===== config.mk =====
export PLATFORM = sky130hd
export DESIGN_NAME = integer_alu_with_power
export DESIGN_NICKNAME = d
export VERILOG_FILES = /design/src/rtl/ialu_pkg.sv /design/src/rtl/ialu_ctrl.sv /design/src/rtl/ialu_dp.sv /design/src/rtl/integer_alu_with_power.sv
export SDC_FILE = /design/constraint.sdc
export NUM_CORES = 2
export LEC_CHECK = 0
export BUFFER_PORTS_ARGS = -buffer_cell sky130_fd_sc_hd__clkbuf_2
export CORE_UTILIZATION = 60
export DETAILED_ROUTE_END_ITERATION = 6
export PLACE_DENSITY_LB_ADDON = 0.08
export SLEW_MARGIN = 20
export SYNTH_ARGS = -nofsm -noshare
export SYNTH_HDL_FRONTEND = slang
export SYNTH_SLANG_ARGS = --single-unit

===== constraint.sdc =====
create_clock -name aclk -period 7.2 [get_ports aclk]
set_input_delay 0 -clock aclk [delete_from_list [all_inputs] [get_ports aclk]]
set_output_delay 0 -clock aclk [all_outputs]
set_load 0.005 [all_outputs]

===== src/rtl/ialu_pkg.sv =====
`default_nettype none

package ialu_pkg;

    // operation codes
    typedef enum logic [3:0] {
        OP_ADD = 4'd0,
        OP_DIV = 4'd1,
        OP_POW = 4'd2,
        OP_MUL = 4'd3,
        OP_SUB = 4'd4,
        OP_EQ  = 4'd5,
        OP_GE  = 4'd6,
        OP_GT  = 4'd7,
        OP_LE  = 4'd8,
        OP_LT  = 4'd9,
        OP_NE  = 4'd10,
        OP_REM = 4'd11
    } op_t;

    // result status codes
    typedef enum logic [1:0] {
        RES_OK      = 2'd0,
        RES_FALSE   = 2'd1,
        RES_ERROR   = 2'd2,
        RES_ILLEGAL = 2'd3
    } res_t;

    // which result the datapath captures at the end of an item
    typedef enum logic [2:0] {
        FIN_NONE,
        FIN_QUICK,
        FIN_MUL,
        FIN_DIV,
        FIN_POW,
        FIN_ERR
    } fin_t;

    // multiplier operand pair
    typedef enum logic [1:0] {
        MSEL_XY,
        MSEL_PB,
        MSEL_BB
    } msel_t;

    // controller states
    typedef enum logic [3:0] {
        S_IDLE,
        S_DISPATCH,
        S_MUL,
        S_DIV,
        S_POW_CHECK,
        S_POW_MULP,
        S_POW_SHIFT,
        S_POW_SQR,
        S_DONE
    } state_t;

    typedef struct packed {
        logic [3:0]         op;
        logic signed [31:0] operand_x;
        logic signed [31:0] operand_y;
    } in_word_t;

    typedef struct packed {
        logic signed [31:0] value;
        logic [1:0]         status;
        logic [31:0]        ops_done;
    } out_word_t;

    // controller to datapath
    typedef struct packed {
        logic  load;
        fin_t  fin;
        logic  mul_start;
        msel_t mul_sel;
        logic  mul_step;
        logic  div_start;
        logic  div_step;
        logic  pow_init;
        logic  p_load;
        logic  base_load;
        logic  e_shift;
        logic  push;
    } cmd_t;

    // datapath to controller
    typedef struct packed {
        logic [3:0] op;
        logic       y_zero;
        logic       y_neg;
        logic       e_lsb;
        logic       e_next_zero;
        logic       mul_done;
        logic       mul_ok;
        logic       div_done;
        logic       out_free;
    } sts_t;

endpackage

`default_nettype wire


===== src/rtl/ialu_ctrl.sv =====
`default_nettype none

module ialu_ctrl (
    input  wire logic          aclk,
    input  wire logic          aresetn,
    input  wire logic          s_valid,
    output logic               s_ready,
    input  wire ialu_pkg::sts_t sts,
    output ialu_pkg::cmd_t     cmd
);

    ialu_pkg::state_t state_reg;
    ialu_pkg::state_t state_next;

    // state register
    always_ff @(posedge aclk) begin
        if (!aresetn) begin
            state_reg <= ialu_pkg::S_IDLE;
        end else begin
            state_reg <= state_next;
        end
    end

    // next state
    always_comb begin
        state_next = state_reg;
        case (state_reg)
            ialu_pkg::S_IDLE: begin
                if (s_valid) begin
                    state_next = ialu_pkg::S_DISPATCH;
                end
            end
            ialu_pkg::S_DISPATCH: begin
                case (sts.op)
                    ialu_pkg::OP_MUL: begin
                        state_next = ialu_pkg::S_MUL;
                    end
                    ialu_pkg::OP_DIV, ialu_pkg::OP_REM: begin
                        state_next = sts.y_zero ? ialu_pkg::S_DONE : ialu_pkg::S_DIV;
                    end
                    ialu_pkg::OP_POW: begin
                        state_next = sts.y_neg ? ialu_pkg::S_DONE : ialu_pkg::S_POW_CHECK;
                    end
                    default: begin
                        state_next = ialu_pkg::S_DONE;
                    end
                endcase
            end
            ialu_pkg::S_MUL: begin
                if (sts.mul_done) begin
                    state_next = ialu_pkg::S_DONE;
                end
            end
            ialu_pkg::S_DIV: begin
                if (sts.div_done) begin
                    state_next = ialu_pkg::S_DONE;
                end
            end
            ialu_pkg::S_POW_CHECK: begin
                state_next = sts.e_lsb ? ialu_pkg::S_POW_MULP : ialu_pkg::S_POW_SHIFT;
            end
            ialu_pkg::S_POW_MULP: begin
                if (sts.mul_done) begin
                    state_next = sts.mul_ok ? ialu_pkg::S_POW_SHIFT : ialu_pkg::S_DONE;
                end
            end
            ialu_pkg::S_POW_SHIFT: begin
                state_next = sts.e_next_zero ? ialu_pkg::S_DONE : ialu_pkg::S_POW_SQR;
            end
            ialu_pkg::S_POW_SQR: begin
                if (sts.mul_done) begin
                    state_next = sts.mul_ok ? ialu_pkg::S_POW_CHECK : ialu_pkg::S_DONE;
                end
            end
            ialu_pkg::S_DONE: begin
                if (sts.out_free) begin
                    state_next = ialu_pkg::S_IDLE;
                end
            end
            default: begin
                state_next = ialu_pkg::S_IDLE;
            end
        endcase
    end

    // commands
    always_comb begin
        cmd         = '0;
        cmd.fin     = ialu_pkg::FIN_NONE;
        cmd.mul_sel = ialu_pkg::MSEL_XY;
        s_ready     = 1'b0;
        case (state_reg)
            ialu_pkg::S_IDLE: begin
                s_ready  = 1'b1;
                cmd.load = s_valid;
            end
            ialu_pkg::S_DISPATCH: begin
                case (sts.op)
                    ialu_pkg::OP_MUL: begin
                        cmd.mul_start = 1'b1;
                    end
                    ialu_pkg::OP_DIV, ialu_pkg::OP_REM: begin
                        if (sts.y_zero) begin
                            cmd.fin = ialu_pkg::FIN_QUICK;
                        end else begin
                            cmd.div_start = 1'b1;
                        end
                    end
                    ialu_pkg::OP_POW: begin
                        if (sts.y_neg) begin
                            cmd.fin = ialu_pkg::FIN_QUICK;
                        end else begin
                            cmd.pow_init = 1'b1;
                        end
                    end
                    default: begin
                        cmd.fin = ialu_pkg::FIN_QUICK;
                    end
                endcase
            end
            ialu_pkg::S_MUL: begin
                if (sts.mul_done) begin
                    cmd.fin = ialu_pkg::FIN_MUL;
                end else begin
                    cmd.mul_step = 1'b1;
                end
            end
            ialu_pkg::S_DIV: begin
                if (sts.div_done) begin
                    cmd.fin = ialu_pkg::FIN_DIV;
                end else begin
                    cmd.div_step = 1'b1;
                end
            end
            ialu_pkg::S_POW_CHECK: begin
                if (sts.e_lsb) begin
                    cmd.mul_start = 1'b1;
                    cmd.mul_sel   = ialu_pkg::MSEL_PB;
                end
            end
            ialu_pkg::S_POW_MULP: begin
                if (!sts.mul_done) begin
                    cmd.mul_step = 1'b1;
                end else if (sts.mul_ok) begin
                    cmd.p_load = 1'b1;
                end else begin
                    cmd.fin = ialu_pkg::FIN_ERR;
                end
            end
            ialu_pkg::S_POW_SHIFT: begin
                cmd.e_shift = 1'b1;
                if (sts.e_next_zero) begin
                    cmd.fin = ialu_pkg::FIN_POW;
                end else begin
                    cmd.mul_start = 1'b1;
                    cmd.mul_sel   = ialu_pkg::MSEL_BB;
                end
            end
            ialu_pkg::S_POW_SQR: begin
                if (!sts.mul_done) begin
                    cmd.mul_step = 1'b1;
                end else if (sts.mul_ok) begin
                    cmd.base_load = 1'b1;
                end else begin
                    cmd.fin = ialu_pkg::FIN_ERR;
                end
            end
            ialu_pkg::S_DONE: begin
                cmd.push = sts.out_free;
            end
            default: begin
                s_ready = 1'b0;
            end
        endcase
    end

endmodule

`default_nettype wire


===== src/rtl/ialu_dp.sv =====
`default_nettype none

module ialu_dp #(
    parameter int DATA_WIDTH = 32
) (
    input  wire logic                aclk,
    input  wire logic                aresetn,
    input  wire ialu_pkg::in_word_t  s_word,
    input  wire ialu_pkg::cmd_t      cmd,
    output ialu_pkg::sts_t           sts,
    output logic                     m_valid,
    output ialu_pkg::out_word_t      m_word,
    input  wire logic                m_ready
);

    localparam int W  = DATA_WIDTH;
    localparam int CW = $clog2(W + 1);
    localparam logic [W-1:0]   MIN_MAG = {1'b1, {(W-1){1'b0}}};
    localparam logic [2*W-1:0] LIM_NEG = {{W{1'b0}}, MIN_MAG};
    localparam logic [2*W-1:0] LIM_POS = LIM_NEG - (2*W)'(1);

    logic [W-1:0] in_x;
    logic [W-1:0] in_y;
    logic [31:0]  fin_val32;
    logic [W-1:0] fin_val;

    // operand width adaption and result width adaption
    generate
        if (W <= 32) begin : g_in_narrow
            assign in_x = s_word.operand_x[W-1:0];
            assign in_y = s_word.operand_y[W-1:0];
        end else begin : g_in_wide
            assign in_x = {{(W-32){s_word.operand_x[31]}}, s_word.operand_x};
            assign in_y = {{(W-32){s_word.operand_y[31]}}, s_word.operand_y};
        end
        if (W < 32) begin : g_out_narrow
            assign fin_val32 = {{(32-W){1'b0}}, fin_val};
        end else begin : g_out_wide
            assign fin_val32 = fin_val[31:0];
        end
    endgenerate

    logic [3:0]   op_reg;
    logic [W-1:0] x_reg;
    logic [W-1:0] y_reg;

    // operand capture
    always_ff @(posedge aclk) begin
        if (cmd.load) begin
            op_reg <= s_word.op;
            x_reg  <= in_x;
            y_reg  <= in_y;
        end
    end

    // combinational operations
    logic [W-1:0]   sum;
    logic [W-1:0]   diff;
    logic           add_ovf;
    logic           sub_ovf;
    logic           lt_s;
    logic           eq;
    logic [W-1:0]   q_val;
    ialu_pkg::res_t q_status;
    logic           q_count;

    assign sum     = x_reg + y_reg;
    assign diff    = x_reg - y_reg;
    assign add_ovf = ((x_reg[W-1] ^ sum[W-1]) & (y_reg[W-1] ^ sum[W-1]));
    assign sub_ovf = ((x_reg[W-1] ^ y_reg[W-1]) & (x_reg[W-1] ^ diff[W-1]));
    assign lt_s    = $signed(x_reg) < $signed(y_reg);
    assign eq      = (x_reg == y_reg);

    always_comb begin
        q_val    = '0;
        q_status = ialu_pkg::RES_ERROR;
        q_count  = 1'b0;
        case (op_reg)
            ialu_pkg::OP_ADD: begin
                if (!add_ovf) begin
                    q_val    = sum;
                    q_status = ialu_pkg::RES_OK;
                    q_count  = 1'b1;
                end
            end
            ialu_pkg::OP_SUB: begin
                if (!sub_ovf) begin
                    q_val    = diff;
                    q_status = ialu_pkg::RES_OK;
                    q_count  = 1'b1;
                end
            end
            ialu_pkg::OP_EQ: q_status = eq ? ialu_pkg::RES_OK : ialu_pkg::RES_FALSE;
            ialu_pkg::OP_GE: q_status = !lt_s ? ialu_pkg::RES_OK : ialu_pkg::RES_FALSE;
            ialu_pkg::OP_GT: begin
                q_status = (!lt_s && !eq) ? ialu_pkg::RES_OK : ialu_pkg::RES_FALSE;
            end
            ialu_pkg::OP_LE: begin
                q_status = (lt_s || eq) ? ialu_pkg::RES_OK : ialu_pkg::RES_FALSE;
            end
            ialu_pkg::OP_LT: q_status = lt_s ? ialu_pkg::RES_OK : ialu_pkg::RES_FALSE;
            ialu_pkg::OP_NE: q_status = !eq ? ialu_pkg::RES_OK : ialu_pkg::RES_FALSE;
            // negative exponent: zero, unless the base is zero
            ialu_pkg::OP_POW: begin
                if (x_reg != '0) begin
                    q_status = ialu_pkg::RES_OK;
                    q_count  = 1'b1;
                end
            end
            // divide by zero
            ialu_pkg::OP_DIV, ialu_pkg::OP_REM, ialu_pkg::OP_MUL: begin
                q_status = ialu_pkg::RES_ERROR;
            end
            default: q_status = ialu_pkg::RES_ILLEGAL;
        endcase
    end

    // shared shift-add multiplier on magnitudes, stops when the multiplier runs out of ones
    logic [W-1:0]   p_reg;
    logic [W-1:0]   base_reg;
    logic [W-1:0]   e_reg;
    logic [W-1:0]   a_sel;
    logic [W-1:0]   b_sel;
    logic [W-1:0]   mag_a;
    logic [W-1:0]   mag_b;
    logic [2*W-1:0] acc_reg;
    logic [2*W-1:0] mcand_reg;
    logic [W-1:0]   mplier_reg;
    logic           mneg_reg;
    logic           mul_ok;
    logic [W-1:0]   mul_val;

    always_comb begin
        case (cmd.mul_sel)
            ialu_pkg::MSEL_PB: begin
                a_sel = p_reg;
                b_sel = base_reg;
            end
            ialu_pkg::MSEL_BB: begin
                a_sel = base_reg;
                b_sel = base_reg;
            end
            default: begin
                a_sel = x_reg;
                b_sel = y_reg;
            end
        endcase
    end

    assign mag_a = a_sel[W-1] ? -a_sel : a_sel;
    assign mag_b = b_sel[W-1] ? -b_sel : b_sel;

    always_ff @(posedge aclk) begin
        if (cmd.mul_start) begin
            acc_reg    <= '0;
            mcand_reg  <= {{W{1'b0}}, mag_a};
            mplier_reg <= mag_b;
            mneg_reg   <= a_sel[W-1] ^ b_sel[W-1];
        end else if (cmd.mul_step) begin
            if (mplier_reg[0]) begin
                acc_reg <= acc_reg + mcand_reg;
            end
            mcand_reg  <= mcand_reg << 1;
            mplier_reg <= mplier_reg >> 1;
        end
    end

    assign mul_ok  = mneg_reg ? (acc_reg <= LIM_NEG) : (acc_reg <= LIM_POS);
    assign mul_val = mneg_reg ? -acc_reg[W-1:0] : acc_reg[W-1:0];

    // square-and-multiply registers
    always_ff @(posedge aclk) begin
        if (cmd.pow_init) begin
            p_reg    <= W'(1);
            base_reg <= x_reg;
            e_reg    <= y_reg;
        end else begin
            if (cmd.p_load) begin
                p_reg <= mul_val;
            end
            if (cmd.base_load) begin
                base_reg <= mul_val;
            end
            if (cmd.e_shift) begin
                e_reg <= e_reg >> 1;
            end
        end
    end

    // restoring divider, one quotient bit a cycle
    logic [W-1:0]  mag_x;
    logic [W-1:0]  mag_y;
    logic [W-1:0]  dvs_reg;
    logic [W-1:0]  quo_reg;
    logic [W-1:0]  rem_reg;
    logic [CW-1:0] cnt_reg;
    logic [W-1:0]  shifted;
    logic [W:0]    trial;
    logic          qneg;
    logic          q_ok;
    logic [W-1:0]  d_val;

    assign mag_x   = x_reg[W-1] ? -x_reg : x_reg;
    assign mag_y   = y_reg[W-1] ? -y_reg : y_reg;
    assign shifted = {rem_reg[W-2:0], quo_reg[W-1]};
    assign trial   = {1'b0, shifted} - {1'b0, dvs_reg};

    always_ff @(posedge aclk) begin
        if (cmd.div_start) begin
            dvs_reg <= mag_y;
            quo_reg <= mag_x;
            rem_reg <= '0;
            cnt_reg <= '0;
        end else if (cmd.div_step) begin
            if (!trial[W]) begin
                rem_reg <= trial[W-1:0];
                quo_reg <= {quo_reg[W-2:0], 1'b1};
            end else begin
                rem_reg <= shifted;
                quo_reg <= {quo_reg[W-2:0], 1'b0};
            end
            cnt_reg <= cnt_reg + CW'(1);
        end
    end

    // quotient overflows only for most negative by minus one
    assign qneg  = x_reg[W-1] ^ y_reg[W-1];
    assign q_ok  = !quo_reg[W-1] || (qneg && (quo_reg[W-2:0] == '0));
    assign d_val = (op_reg == ialu_pkg::OP_REM) ? (x_reg[W-1] ? -rem_reg : rem_reg)
                                                : (qneg ? -quo_reg : quo_reg);

    // finish selection
    ialu_pkg::res_t fin_status;
    logic           fin_count;

    always_comb begin
        fin_val    = '0;
        fin_status = ialu_pkg::RES_ERROR;
        fin_count  = 1'b0;
        case (cmd.fin)
            ialu_pkg::FIN_QUICK: begin
                fin_val    = q_val;
                fin_status = q_status;
                fin_count  = q_count;
            end
            ialu_pkg::FIN_MUL: begin
                if (mul_ok) begin
                    fin_val    = mul_val;
                    fin_status = ialu_pkg::RES_OK;
                    fin_count  = 1'b1;
                end
            end
            ialu_pkg::FIN_DIV: begin
                if (q_ok) begin
                    fin_val    = d_val;
                    fin_status = ialu_pkg::RES_OK;
                    fin_count  = 1'b1;
                end
            end
            ialu_pkg::FIN_POW: begin
                fin_val    = p_reg;
                fin_status = ialu_pkg::RES_OK;
                fin_count  = 1'b1;
            end
            default: begin
                fin_status = ialu_pkg::RES_ERROR;
            end
        endcase
    end

    logic [31:0] res_value_reg;
    logic [1:0]  res_status_reg;
    logic [31:0] arith_count_reg;

    // result capture
    always_ff @(posedge aclk) begin
        if (cmd.fin != ialu_pkg::FIN_NONE) begin
            res_value_reg  <= fin_val32;
            res_status_reg <= fin_status;
        end
    end

    // successful arithmetic counter
    always_ff @(posedge aclk) begin
        if (!aresetn) begin
            arith_count_reg <= '0;
        end else if ((cmd.fin != ialu_pkg::FIN_NONE) && fin_count) begin
            arith_count_reg <= arith_count_reg + 32'd1;
        end
    end

    // output register
    logic                m_valid_reg;
    ialu_pkg::out_word_t m_word_reg;

    always_ff @(posedge aclk) begin
        if (!aresetn) begin
            m_valid_reg <= 1'b0;
        end else if (cmd.push) begin
            m_valid_reg <= 1'b1;
        end else if (m_ready) begin
            m_valid_reg <= 1'b0;
        end
    end

    always_ff @(posedge aclk) begin
        if (cmd.push) begin
            m_word_reg.value    <= res_value_reg;
            m_word_reg.status   <= res_status_reg;
            m_word_reg.ops_done <= arith_count_reg;
        end
    end

    assign m_valid = m_valid_reg;
    assign m_word  = m_word_reg;

    // status to controller
    assign sts.op          = op_reg;
    assign sts.y_zero      = (y_reg == '0);
    assign sts.y_neg       = y_reg[W-1];
    assign sts.e_lsb       = e_reg[0];
    assign sts.e_next_zero = (e_reg[W-1:1] == '0);
    assign sts.mul_done    = (mplier_reg == '0);
    assign sts.mul_ok      = mul_ok;
    assign sts.div_done    = (cnt_reg == CW'(W));
    assign sts.out_free    = !m_valid_reg || m_ready;

endmodule

`default_nettype wire


===== src/rtl/integer_alu_with_power.sv =====
`default_nettype none

// channel  | direction | handshake          | payload
// ---------+-----------+--------------------+--------------------------------
// s_       | in        | s_valid / s_ready  | s_word: op, operand_x, operand_y
// m_       | out       | m_valid / m_ready  | m_word: value, status, ops_done
//
// one word is in work at a time; s_ready is high while the controller is idle
// add, sub, compares and illegal ops finish in the dispatch state, with no arithmetic unit
// mul: one step of the one-bit-a-cycle multiplier per bit of |operand_y|
// div, rem: one quotient bit per step of the restoring divider; pow: one multiplier
// pass per set exponent bit and per squaring
// aresetn clears the controller, the output valid and the success counter
// a finished result waits in the output register; a second result waits in the
// datapath until m_ready frees that register

module integer_alu_with_power #(
    parameter int DATA_WIDTH = 32
) (
    input  wire logic                aclk,
    input  wire logic                aresetn,
    input  wire logic                s_valid,
    output logic                     s_ready,
    input  wire ialu_pkg::in_word_t  s_word,
    output logic                     m_valid,
    input  wire logic                m_ready,
    output ialu_pkg::out_word_t      m_word
);

    ialu_pkg::cmd_t cmd;
    ialu_pkg::sts_t sts;

    // sequencer
    ialu_ctrl u_ctrl (
        .aclk    (aclk),
        .aresetn (aresetn),
        .s_valid (s_valid),
        .s_ready (s_ready),
        .sts     (sts),
        .cmd     (cmd)
    );

    // operand, arithmetic and output registers
    ialu_dp #(
        .DATA_WIDTH (DATA_WIDTH)
    ) u_dp (
        .aclk    (aclk),
        .aresetn (aresetn),
        .s_word  (s_word),
        .cmd     (cmd),
        .sts     (sts),
        .m_valid (m_valid),
        .m_word  (m_word),
        .m_ready (m_ready)
    );

endmodule

`default_nettype wire

; ---- Yosys cells after proc, flatten, opt, wreduce, memory -nomap -nowiden
; Cells that the tools add are included.
[op_classes]
addsub = 13
order_cmp = 3
n_eq_ne = 33
n_mux = 96
bitwise = 7
n_reduce_logical = 30
[op_table]
columns = op, n
row1 = 2-to-1 mux 32 bit, 23
row2 = negator 32 bit, 7
row3 = one-hot mux 32 bit (2 select lines), 2
row4 = one-hot mux 32 bit (4 select lines), 1
row5 = adder 64 bit, 1
row6 = "less-or-equal comparator 64 x 31 -> 1 bit, second input constant", 1
row7 = "less-or-equal comparator 64 x 32 -> 1 bit, second input constant", 1
row8 = logical NOT 32 bit, 2
row9 = logical NOT 31 bit, 2
row10 = 2-to-1 mux 4 bit, 11
row11 = one-hot mux 4 bit (9 select lines), 1
row12 = 2-to-1 mux 1 bit, 35
row13 = subtractor 32 x 32 -> 33 bit, 1
row14 = "adder 32 x 1 -> 32 bit, second input constant", 1
row15 = adder 32 bit, 1
row16 = == test 32 bit, 1
row17 = "== test 4 x 3 -> 1 bit, second input constant", 8
row18 = less-than comparator 32 bit, 1
row19 = nonzero test 32 bit, 1
row20 = subtractor 32 bit, 1
row21 = 2-to-1 mux 31 bit, 1
row22 = "== test 4 bit, second input constant", 5
row23 = one-hot mux 2 bit (10 select lines), 1
row24 = "== test 4 x 2 -> 1 bit, second input constant", 4
row25 = other kinds (31), 69
[word_totals]
ff_bits = 564
in_bits = 72
output_inout_bits = 68

; ---- Logic depth before layout (Yosys ltp)
[logic_depth]
depth_word = 9
mapped_depth = 27

; ---- By module
; From an unflattened synthesis, not the netlist that was laid out.
[unflattened]
hier_cells = 3916
area_unflattened_um2 = 36286.1
[by_module_without_submodules]
columns = module, n_inst, cells_each, area_each_um2
row1 = ialu_dp, 1, 3831, 35663.0
row2 = ialu_ctrl, 1, 85, 623.1

; ---- Worst setup path before layout
; Ideal clock, no wire load.
[synth_path]
path_type = register -> register
start = register u_dp.e_reg[24]
end = register u_dp.mplier_reg[28] (data pin)
setup_time_ns = 0.268
arrival_time_ns = 5.421
t_required_ns = 6.932
slack_ns = 1.511
stages_incl_launch_ff = 28
period_less_slack_ns = 5.689
path_cell_list = edfxtp_1 or4_1 nor4_1 nand3_1 nor2_1 nor2_1 inv_1 ha_1 clkbuf_1 buf_2 buf_2 clkbuf_1 buf_2 buf_2 buf_2 buf_2 mux2i_1 ha_1 o221ai_1 nor2_1 and3_1 and2_1 nor2b_1 and3_1 nand3b_1 o21ai_0 xnor2_1 o21ai_0
[synth_via]
elab_chain_cells = 9
elab_cells_between_ends = 11
cone_classes = add/sub (1) / eq/ne (2) / mux (6) / reduce/logical (2)
[synth_lines]
columns = element, line_no
row1 = from (decl), ialu_dp.sv:121  ; logic [W-1:0] e_reg;
row2 = from (signal assigned), ialu_dp.sv:176  ; e_reg <= y_reg;
row3 = from (signal assigned), ialu_dp.sv:185  ; e_reg <= e_reg >> 1;
row4 = logical NOT 31 bit (*), ialu_dp.sv:322  ; assign sts.e_next_zero = (e_reg[W-1:1] == '0);
row5 = 2-to-1 mux 3 bit (*), ialu_ctrl.sv:152  ; if (sts.e_next_zero) begin
row6 = one-hot mux 2 bit (2 select lines), ialu_ctrl.sv:92  ; case (state_reg)
row7 = == test 2 x 1 -> 1 bit or == test 2 bit (tied branches), ialu_dp.sv:134  ; case (cmd.mul_sel)
row8 = OR reduction 2 bit (no source line), n/a
row9 = 2-to-1 mux 32 bit, ialu_dp.sv:134
row10 = negator 32 bit, ialu_dp.sv:151  ; assign mag_b = b_sel[W-1] ? -b_sel : b_sel;
row11 = 2-to-1 mux 32 bit, ialu_dp.sv:151
row12 = 2-to-1 mux 32 bit (*), ialu_dp.sv:154  ; if (cmd.mul_start) begin
row13 = to (signal assigned), ialu_dp.sv:157  ; mplier_reg <= mag_b;
row14 = to (signal assigned), ialu_dp.sv:164  ; mplier_reg <= mplier_reg >> 1;
row15 = to (decl), ialu_dp.sv:128  ; logic [W-1:0] mplier_reg;
; Every way passes the cells marked *; elsewhere a longest branch is shown, timed or not.
; A chain may end at the register's enable or synchronous reset.

; ---- Worst setup path after layout
[layout_path]
start = register u_dp.e_reg[24]
end = register u_dp.mplier_reg[27] (data pin)
; The elaborated chain is that of the path after synthesis.

==> results.md <==
* PnR worst setup slack at 0.982 ns
* Critical path endpoint category: flip-flop
* Leak at 16.1 nW
* Postcts setup bufs at 0
* Clk Tree Root Cell: clkbuf_16
* Worst R2R Setup Slack at 0.98 ns
* Top cell type's share of synthesized area at 0.301
* Core box area at 59,100 sq um
* CP Launch Type: flip-flop
* Via count at 32,129
* Row count at 89
* Number of port buffers at 139
* Max Clk Rate at 0.161 GHz
* Setup violators final at 0
* EDFF count, synth at 361
* Hold depth at 2
* CTS buffer count at 60
* Drt first pass iters at 7
* Worst vdd ir at 226 uV
* Worst skew pair latency at 0.65 ns
* Rel. slew slack at 0.240
* Arr. time, crit path at 6.58 ns
* Ports at 140
* Worst R2R Start: u_dp.e_reg[24]
* Average size of a mapped cell at 8.90 sq um
* Area Growth Syn to Fin at 11.3%
* Net count, final at 4,393
* Hold Worst Slack at 0.0712 ns
* Most common cell after layout, fill and taps aside: nand2_1
* Syn Inst Count at 4,042
* WS Path Type: reg2reg
* Final WL at 122 mm
* Largest net degree at the start of global routing at 88
* CTS tree: built
* Max reg flops at 66
* Reg2Reg Depth at 19
* Status: finished with violations
* RSZ-0062 raised after global routing: no
* Seq/Total Area, Yosys at 0.414
* Clock transition at path regs at 0.06 ns
* Worst-Margin Slew at 1.14 ns
* Yosys top cell by area: edfxtp_1
* Fin. Hold Viols at 0
* Most frequent cells in the layout: nand2_1 (496), edfxtp_1 (361), a21oi_1 (327), nor2_1 (310), o21ai_0 (309)
* Multi-input logic area at 19,700 sq um
* Min-Delay Endpoint: u_dp.y_reg[24]
* Chip height at 247 microns
* Post-Synth Adder-Cell Area at 0.0614
* Top post-synthesis cells by area: edfxtp_1 (30%), dfxtp_1 (11%), ha_1 (5.9%)
* Hold_sp: s_word[24]
* Total gr overflow at 0
* Gr usage total at 0.393
* Main synth FF type: edfxtp_1
* CTS H-Tree Depth at 2
* Period minus WS final at 6.22 ns
* Crit share post-route at 0.864
* Vias in the first global route at 29,922
* Num Clock Sinks at 564
* Worst min-delay path class: in2reg
* HPWL Detailed at 90.3 mm
* Synth Area in Simple Gates at 0.168
* RR Endpoint: u_dp.mplier_reg[27]
* Final core area utilization at 0.677
* Yosys Warn Count at 0
* Routed Antenna Nets at 0
* Power Density at 274 nW/um^2
* Initial drt markers at 3,593
* Die W at 247 microns
* Syn nets at 4,288
* Layout cells sized above 1 at 0.0857
* Distinct cells, synth at 100
* Sequential cell area at 14,900 sq um
* DRC errors left at 24
* Final TNS setup at 0 ns
* Post-synthesis mux area share at 0.0190
* Max-cap violations at 0
* Vias per std cell at 6.46
* Fin. max-slew vios at 0
* Fill cells at 4,807
* Failing checks: design-rule violations
* Gpl congestion at 1.11
* WP data required at 7.57 ns
* Post-Synth XOR/XNOR Area at 0.0796
* First-pass GRT wire length at 180 mm
* Starting density of the core at 0.608
* Asr flop ratio synth at 0
* Antenna violations before repair at 6
* Combinational family with the most area after synthesis: compound AO/OA/AOI/OAI gates
* Pre-CTS setup slack at 1.17 ns
* Die area at 60,900 sq um
* Mapped cell area at 36,000 sq um
* Deepest clock path buffer count at 3
* Routed WL per cell at 24.5 microns
* Synth Area in Compound Gates at 0.217
* Crit-path max FO at 57
* # resized after CTS at 0
* Setup Skew at 0.0182 ns
* Yosys reg bits at 564
[layout make-up]
type / instances / area share
Timing Repair Buffer: 262 / 0.0449
Clock inverter: 32 / 0.00806
Clock buffer: 82 / 0.0429
Multi-Input combinational cell: 3096 / 0.492
Tap cell: 773 / 0.0241
Inverter: 163 / 0.0153
Sequential cell: 564 / 0.372
Antenna cell: 4 / 0.000250
[cells by family after synthesis]
kind of cell	Yosys count
xor+xnor	327
buf+inv	382
simple gates	1299
mux	68
other cells	1
fa+ha+maj	174
flops	564
compound gates	1227
[through the flow]
stage / cells / power (W) / cell area (sq um)
6_report: 4976 / 0.0110 / 40000
5_1_grt: 4973 / 0.0114 / 40000
4_1_cts: 4972 / 0.0108 / 40000
3_5_place_dp: 4786 / 0.00764 / 37300
3_3_place_gp: 4786 / 0.00761 / 37300
2_1_floorplan: 4042 / 0.00654 / 36000
[critical path, stage by stage, from the launching register on]
cell and delay [ns]:
edfxtp_1 0.40, or4_1 0.54, nor4_1 0.28, nand3_1 0.37, nor2_1 0.20, nor2_1 0.14
inv_1 0.12, ha_4 0.43, buf_4 0.64, nor3b_1 0.26, o21ai_1 0.11, or2_2 0.35
nor4_1 0.65, nor2b_1 0.47, and3_1 0.30, nand2_1 0.12, nor2_1 0.19, a21oi_1 0.12
xor2_1 0.16, o21ai_1 0.07
[cell usage after synthesis (all sizes together) (51+ instances only)]
library cell / instances
nand2: 500
edfxtp: 361
o21ai: 357
a21oi: 328
nor2: 315
dfxtp: 203
clkbuf: 181
xnor2: 172
ha: 170
inv: 160
xor2: 155
nand3: 108
a21o: 73
nor3: 69
mux2i: 67
nor4: 52
a211oi: 51
a31oi: 51
[report_power, final]
part	switching [W]	internal, W
registers	0.000415	0.00382
clock network	0.00135	0.00185
logic	0.00227	0.00126
[routing by layer]
metal,vias to the layer above,share of wire,GRT usage
met5,-,0.00026,0
met4,4,0.059,0.215
met3,298,0.099,0.0849
met2,1543,0.45,0.614
met1,15244,0.40,0.507
li1,15040,-,-
[what timing repair did]
action,4_1_cts,5_1_grt
hold buffers,72,0
hold endpoints to repair,116,0
endpoints found under the setup margin,0,0
[worst max-delay path by stage]
stage                                      to  depth (start not counted)            from  slack, ns
final                     u_dp.mplier_reg[27]                         19  u_dp.e_reg[24]       0.98
after global routing      u_dp.mplier_reg[27]                         19  u_dp.e_reg[24]       0.78
after global placement    u_dp.mplier_reg[27]                         19  u_dp.e_reg[24]       1.20
after CTS                 u_dp.mplier_reg[27]                         19  u_dp.e_reg[24]       1.13
after floorplan           u_dp.mplier_reg[28]                         27  u_dp.e_reg[24]       1.51
after detailed placement  u_dp.mplier_reg[27]                         19  u_dp.e_reg[24]       1.17
Note: power is estimated with default switching activity, not from simulation.
